### src/design/ptrs_pkg.sv
// ----------------------------------------------------------------------------
// ptrs_pkg
// Shared constants, codes and controller/datapath interface types.
// ----------------------------------------------------------------------------
package ptrs_pkg;

   localparam int DISPLAY_COLUMNS      = 250;
   localparam int SUBPIXELS_PER_COLUMN = 2;
   localparam int TEXT_CAPACITY        = 80;
   localparam int GLYPH_STORE_DEPTH    = 1024;

   localparam int RING_LEN    = DISPLAY_COLUMNS * SUBPIXELS_PER_COLUMN;
   localparam int GLYPH_COUNT = 96;
   localparam int RING_AW     = $clog2(RING_LEN);
   localparam int SUM_W       = $clog2(2 * RING_LEN);
   localparam int COL_W       = $clog2(DISPLAY_COLUMNS + 1);
   localparam int TXT_AW      = (TEXT_CAPACITY > 1) ? $clog2(TEXT_CAPACITY) : 1;
   localparam int TXT_CW      = $clog2(TEXT_CAPACITY + 1);
   localparam int GLYPH_AW    = $clog2(GLYPH_STORE_DEPTH);
   localparam int SUB_W       = (SUBPIXELS_PER_COLUMN > 1) ? $clog2(SUBPIXELS_PER_COLUMN) : 1;
   localparam int GS_AW       = 7;
   localparam int GS_W        = 11;

   localparam logic [7:0] FRAME_MARK      = 8'hA5;
   localparam logic [7:0] LAST_PRINTABLE  = 8'h7E;
   localparam logic [7:0] FIRST_PRINTABLE = 8'h20;
   localparam logic [7:0] SUBST_CHAR      = 8'h5F;

   localparam logic [15:0][2:0] ROW_SKEW = {
      3'd4, 3'd0, 3'd4, 3'd0, 3'd4, 3'd0, 3'd5, 3'd0,
      3'd6, 3'd0, 3'd6, 3'd0, 3'd7, 3'd0, 3'd7, 3'd0
   };

   typedef enum logic [1:0] {
      CMD_FONT_INDEX  = 2'd0,
      CMD_FONT_COLUMN = 2'd1,
      CMD_RX_BYTE     = 2'd2,
      CMD_TICK        = 2'd3
   } cmd_type;

   typedef enum logic [3:0] {
      OP_IDLE, OP_ACCEPT, OP_CLEAR, OP_TICK, OP_RSP, OP_RINIT, OP_TXT_RD,
      OP_ST0, OP_ST1, OP_LEN, OP_COL_RD, OP_COL_LATCH, OP_PIX_RD, OP_PIX_WR,
      OP_PIX_SKIP, OP_COL_NEXT
   } dp_op_type;

   typedef enum logic [3:0] {
      ST_INIT_CLR, ST_IDLE, ST_TICK, ST_RSP, ST_RINIT, ST_RCLR, ST_TXT,
      ST_ST0, ST_ST1, ST_LEN, ST_COL, ST_COLL, ST_PIX, ST_PIXWR, ST_COLN
   } state_type;

   typedef struct packed {
      logic clr_last;
      logic tick_cmd;
      logic render_req;
      logic txt_done;
      logic len_done;
      logic pix_lit;
      logic pix_last;
   } dp_status_type;

endpackage

### src/design/ptrs_controller.sv
// ----------------------------------------------------------------------------
// ptrs_controller
// Sequencer for start-up clear, request handling, ticks and text rendering.
// ----------------------------------------------------------------------------
module ptrs_controller import ptrs_pkg::*; (
   input  logic          clock,
   input  logic          reset,
   input  logic          start,
   input  dp_status_type status,
   output dp_op_type     op,
   output logic          busy
);

   state_type state_ff, state_in;

   always_ff @(posedge clock) begin
      if (reset) begin
         state_ff <= ST_INIT_CLR;
      end else begin
         state_ff <= state_in;
      end
   end

   always_comb begin
      state_in = state_ff;
      unique case (state_ff)
         ST_INIT_CLR: if (status.clr_last) state_in = ST_IDLE;
         ST_IDLE: begin
            if (start) begin
               if (status.tick_cmd) begin
                  state_in = ST_TICK;
               end else if (status.render_req) begin
                  state_in = ST_RINIT;
               end else begin
                  state_in = ST_RSP;
               end
            end
         end
         ST_TICK:  state_in = ST_RSP;
         ST_RSP:   state_in = ST_IDLE;
         ST_RINIT: state_in = ST_RCLR;
         ST_RCLR:  if (status.clr_last) state_in = ST_TXT;
         ST_TXT:   state_in = status.txt_done ? ST_RSP : ST_ST0;
         ST_ST0:   state_in = ST_ST1;
         ST_ST1:   state_in = ST_LEN;
         ST_LEN:   state_in = ST_COL;
         ST_COL:   state_in = status.len_done ? ST_TXT : ST_COLL;
         ST_COLL:  state_in = ST_PIX;
         ST_PIX: begin
            if (status.pix_lit) begin
               state_in = ST_PIXWR;
            end else if (status.pix_last) begin
               state_in = ST_COLN;
            end
         end
         ST_PIXWR: state_in = status.pix_last ? ST_COLN : ST_PIX;
         ST_COLN:  state_in = ST_COL;
         default:  state_in = ST_IDLE;
      endcase
   end

   always_comb begin
      op   = OP_IDLE;
      busy = 1'b1;
      unique case (state_ff)
         ST_INIT_CLR: op = OP_CLEAR;
         ST_IDLE: begin
            busy = 1'b0;
            if (start) op = OP_ACCEPT;
         end
         ST_TICK:  op = OP_TICK;
         ST_RSP:   op = OP_RSP;
         ST_RINIT: op = OP_RINIT;
         ST_RCLR:  op = OP_CLEAR;
         ST_TXT:   op = status.txt_done ? OP_IDLE : OP_TXT_RD;
         ST_ST0:   op = OP_ST0;
         ST_ST1:   op = OP_ST1;
         ST_LEN:   op = OP_LEN;
         ST_COL:   op = status.len_done ? OP_IDLE : OP_COL_RD;
         ST_COLL:  op = OP_COL_LATCH;
         ST_PIX:   op = status.pix_lit ? OP_PIX_RD : OP_PIX_SKIP;
         ST_PIXWR: op = OP_PIX_WR;
         ST_COLN:  op = OP_COL_NEXT;
         default:  op = OP_IDLE;
      endcase
   end

endmodule

### config.mk
export PLATFORM = sky130hd
export DESIGN_NAME = ptrs_controller
export DESIGN_NICKNAME = d
export VERILOG_FILES = /design/src/design/ptrs_pkg.sv /design/src/design/ptrs_controller.sv
export SDC_FILE = /design/constraint.sdc
export NUM_CORES = 1
export LEC_CHECK = 0
export BUFFER_PORTS_ARGS = -buffer_cell sky130_fd_sc_hd__buf_4
export CAP_MARGIN = 20
export CORE_MARGIN = 2
export CORE_UTILIZATION = 35
export CTS_CLUSTER_DIAMETER = 150
export DETAILED_ROUTE_END_ITERATION = 12
export GPL_TIMING_DRIVEN = 1
export HOLD_SLACK_MARGIN = 0.15
export PLACE_DENSITY_LB_ADDON = 0.25
export SLEW_MARGIN = 20
export SYNTH_ARGS = -nofsm -noshare
export SYNTH_HDL_FRONTEND = slang
export SYNTH_SLANG_ARGS = --single-unit
### constraint.sdc
create_clock -name clock -period 4.9 [get_ports clock]
set_clock_uncertainty 0.15 [all_clocks]
set_input_delay 0 -clock clock [delete_from_list [all_inputs] [get_ports clock]]
set_output_delay 0 -clock clock [all_outputs]
set_load 0.005 [all_outputs]
==> metrics.log <==
[metrics] Cells after Synth: 81
[metrics] actual transition at the worst max-transition pin: 0.759 ns
[metrics] status: completed
[metrics] reported net switching power: 0.000178 W
[metrics] sum of routed wire length over all layers: 1.47 mm
[metrics] synthesized flop and latch total: 4
[metrics] pre-CTS setup slack: between 2 and 3 ns
[metrics] Sinks on Clock Net: 4
[metrics] final standard cell utilization of the core: 49.2%
[metrics] kind of critical path: register to register
[metrics] startpoint types: register
[metrics] share of power burned in registers: around a quarter
[metrics] Hold Slack: 0.176 ns
[metrics] worst relative slew slack: between 40% and 50%
[metrics] length of the first detailed-routing pass in iterations: 4
[metrics] horizontal die dimension: 43.8 um
[metrics] launch point of the worst path: state_ff[2]$_SDFFE_PP0P_
[metrics] Final Max Tran Viols: 0
[metrics] Root Buffer Master: sky130_fd_sc_hd__clkbuf_4
[metrics] Yosys top cell by area: sky130_fd_sc_hd__dfxtp_1
[metrics] clock-pin slew reported for the worst setup and hold paths after clock tree synthesis: 0.04 ns
[metrics] number of enable-type register cells in the synthesized netlist: 0
[metrics] worst endpoint required time: about 4.9 ns
[metrics] count of port buffers added during placement: 14
[metrics] Die ar.: between 1500 and 2000 um2
[metrics] maximum fanout along the worst path: 20
[metrics] GRT Residual Overflow: 0
[metrics] count of synthesis-stage warnings from yosys: 0
[metrics] ranking of synthesized cells by area: sky130_fd_sc_hd__dfxtp_1 14%, sky130_fd_sc_hd__nand2_1 6.8%, sky130_fd_sc_hd__a21oi_1 6.3%
[metrics] wire length of the first global-routing pass: 2.42 mm
[metrics] reg-to-reg critical path startpoint: state_ff[2]$_SDFFE_PP0P_
[metrics] ratio of cells with drive above 1 in the final layout: 26.8%
[metrics] CP endpoint: state_ff[1]$_SDFFE_PP0P_
[metrics] leading register cell type out of synthesis: sky130_fd_sc_hd__dfxtp_1
[metrics] synthesized netlist net count: 91
[metrics] Total Nets Final: 109
[metrics] Layout area overhead: 32.4%
[metrics] summed instance area of the synthesized netlist: 553 um2
[metrics] Worst-Skew Late Latency: 0.23 ns
[metrics] number of diodes added for antenna fixing: 0
[metrics] via count of the first global-routing pass: roughly 570
[metrics] Clock H-tree levels: 1
[metrics] Post-Synthesis Mean Instance Area: between 6 and 7 um2
[metrics] sequential share of the synthesized area: between 10% and 20%
[metrics] standby leakage power: approximately 0.3 nW
[metrics] total number of placement rows: 14
[metrics] drt drc: 0
[metrics] number of vias per cell: between 5 and 6
[metrics] path category of the worst min-delay check: input pin to register
[metrics] depth of the worst register-to-register path: 5
[metrics] area of the core region: 1490 um2
[metrics] IO Pins: 15
[metrics] library cells used by synthesis: 36
[metrics] final period demand of the worst path: 2.59 ns
[metrics] proportion of register bits with asynchronous set or reset after synthesis: 0%
[metrics] relative contribution of combinational cells to total power: 63.1%
[metrics] starting utilization of the core area: 37.1%
[metrics] relative contribution of the clock network to total power: a little over a tenth
[metrics] overall fraction of global-route tracks in use: 16.3%
[metrics] pwr dens: 521 nW/um2
[metrics] Most flops, register: state_ff
[metrics] commonest cells after routing, fill and taps aside: 14 x sky130_fd_sc_hd__buf_4, 10 x sky130_fd_sc_hd__nand2_1, 8 x sky130_fd_sc_hd__nor2_1
[metrics] Crit. End Element: register
[metrics] Max Root-Sink Buffers: 2
[metrics] final cycle utilization of the critical path: 52.8%
[metrics] fraction of synthesized cell area taken by the top area cell type: 14.5%
[metrics] Regs by FF count: state_ff: 4 flops
[metrics] number of fillers in the final layout: 157
[metrics] max reg flops: 4
[metrics] CTS Buf Count: 3
[metrics] Die Ht: 43.8 um
[metrics] maximum operating frequency: 0.386 GHz
[metrics] unrepaired setup endpoints after global routing: no
[metrics] number of hold-slack violations in the final timing report: 0
[metrics] worst path arrival time: between 2 and 3 ns
[metrics] Final TNS setup: 0 ns
[metrics] final count of negative-setup-slack endpoints: 0
[metrics] FF-to-FF setup slack: 2.31 ns
[metrics] count of buffers added by post-CTS timing repair for setup: 0
[metrics] GP Congestion: 0.806
[metrics] r2r endpoint: state_ff[1]$_SDFFE_PP0P_
[metrics] Cell Int Power: 0.000203 W
[metrics] mean routed wirelength per cell: around 13 um
[metrics] switching share of power: between 40% and 50%
[metrics] max-cap violations: 0
[metrics] CTS tree: done
[metrics] dpl hpwl: 985 um
[metrics] minimum setup slack in the final design: 2.31 ns
[metrics] via total after detailed routing: 661
[metrics] leading cell type in the layout, fill and taps excluded: sky130_fd_sc_hd__buf_4
[metrics] Final ANT Viol Nets: 0
[metrics] worst vdd ir: 293 uV
[metrics] first-iteration detailed-routing DRC count: 13
[metrics] largest net degree at the start of global routing: 24
[metrics] initial antenna violation count: 0
## per-layer routing
| layer | vias to the layer above | routed length [um] | global-route usage (%) |
|---|---|---|---|
| li1 | 332 | - | - |
| met5 | - | 0 | 0 |
| met3 | 0 | 56 | 3.75 |
| met2 | 13 | 715 | 26.8 |
| met1 | 316 | 700 | 21.7 |
| met4 | 0 | 0 | 3.64 |
## worst min path at each step
stage               startpoint                  endpoint  slack (ns)  cells after the start
detailed placement       reset  state_ff[2]$_SDFFE_PP0P_        0.05                      2
finish               status[6]  state_ff[0]$_SDFFE_PP0P_        0.18                      4
floorplan                reset  state_ff[2]$_SDFFE_PP0P_       -0.08                      1
global route         status[6]  state_ff[0]$_SDFFE_PP0P_        0.20                      4
global placement         reset  state_ff[2]$_SDFFE_PP0P_        0.04                      2
CTS                  status[6]  state_ff[0]$_SDFFE_PP0P_        0.18                      4
## layout make-up
type                       count  area (um2)  share of cell area (%)
inverter                       3        11.3                    1.54
sequential                     4        80.1                    10.9
clock buffer                   3        22.5                    3.08
multi-input combinational     66         423                    57.8
tap                           16        20.0                    2.74
timing repair buffer          21         175                    23.9
## power groups by stage
stage / registers [W] / clock network, W / logic (W)
3_5_place_dp: 0.000100 / 0 / 0.000227
2_1_floorplan: 0.0000499 / 0 / 0.000217
3_3_place_gp: 0.0000988 / 0 / 0.000226
5_1_grt: 0.000106 / 0.0000447 / 0.000267
6_report: 0.000100 / 0.0000406 / 0.000241
4_1_cts: 0.0000992 / 0.0000421 / 0.000241
## synthesized netlist by cell type (2+ instances only)
cell type                   n
sky130_fd_sc_hd__a211o_1    2
sky130_fd_sc_hd__a21oi_1    7
sky130_fd_sc_hd__a31oi_1    2
sky130_fd_sc_hd__buf_2      4
sky130_fd_sc_hd__clkbuf_1   3
sky130_fd_sc_hd__dfxtp_1    4
sky130_fd_sc_hd__inv_1      2
sky130_fd_sc_hd__nand2_1   10
sky130_fd_sc_hd__nand2b_1   2
sky130_fd_sc_hd__nand3_1    5
sky130_fd_sc_hd__nor2_1     8
sky130_fd_sc_hd__nor3_1     3
sky130_fd_sc_hd__nor4_1     2
sky130_fd_sc_hd__o21ai_0    5
## through the flow
step	std cells	power, W	area [um2]
after floorplan	81	0.000267	553
after global placement	103	0.000325	639
after detailed placement	103	0.000327	639
after CTS	113	0.000382	732
after global routing	113	0.000418	732
final	113	0.000382	732
## worst max-delay path, cell delays in order (launching register included)
cell,delay [ns]
sky130_fd_sc_hd__dfxtp_1,0.74
sky130_fd_sc_hd__or4b_4,0.56
sky130_fd_sc_hd__a21oi_4,0.19
sky130_fd_sc_hd__and2_4,0.19
sky130_fd_sc_hd__a2111oi_2,0.04
sky130_fd_sc_hd__dlygate4sd3_1,0.60
## logic make-up after synthesis
kind of cell    synth area share (%)
simple gates                    34.2
compound gates                  39.1
buf+inv                         9.05
flops                           14.5
xor+xnor                        3.17
## what timing repair did
item | CTS | global route
endpoints found under the hold margin | 4 | 0
hold buffers | 7 | 0
gates resized for setup | 0 | 0
setup endpoints to repair | 0 | 0
(Power assumes the default switching activity.)
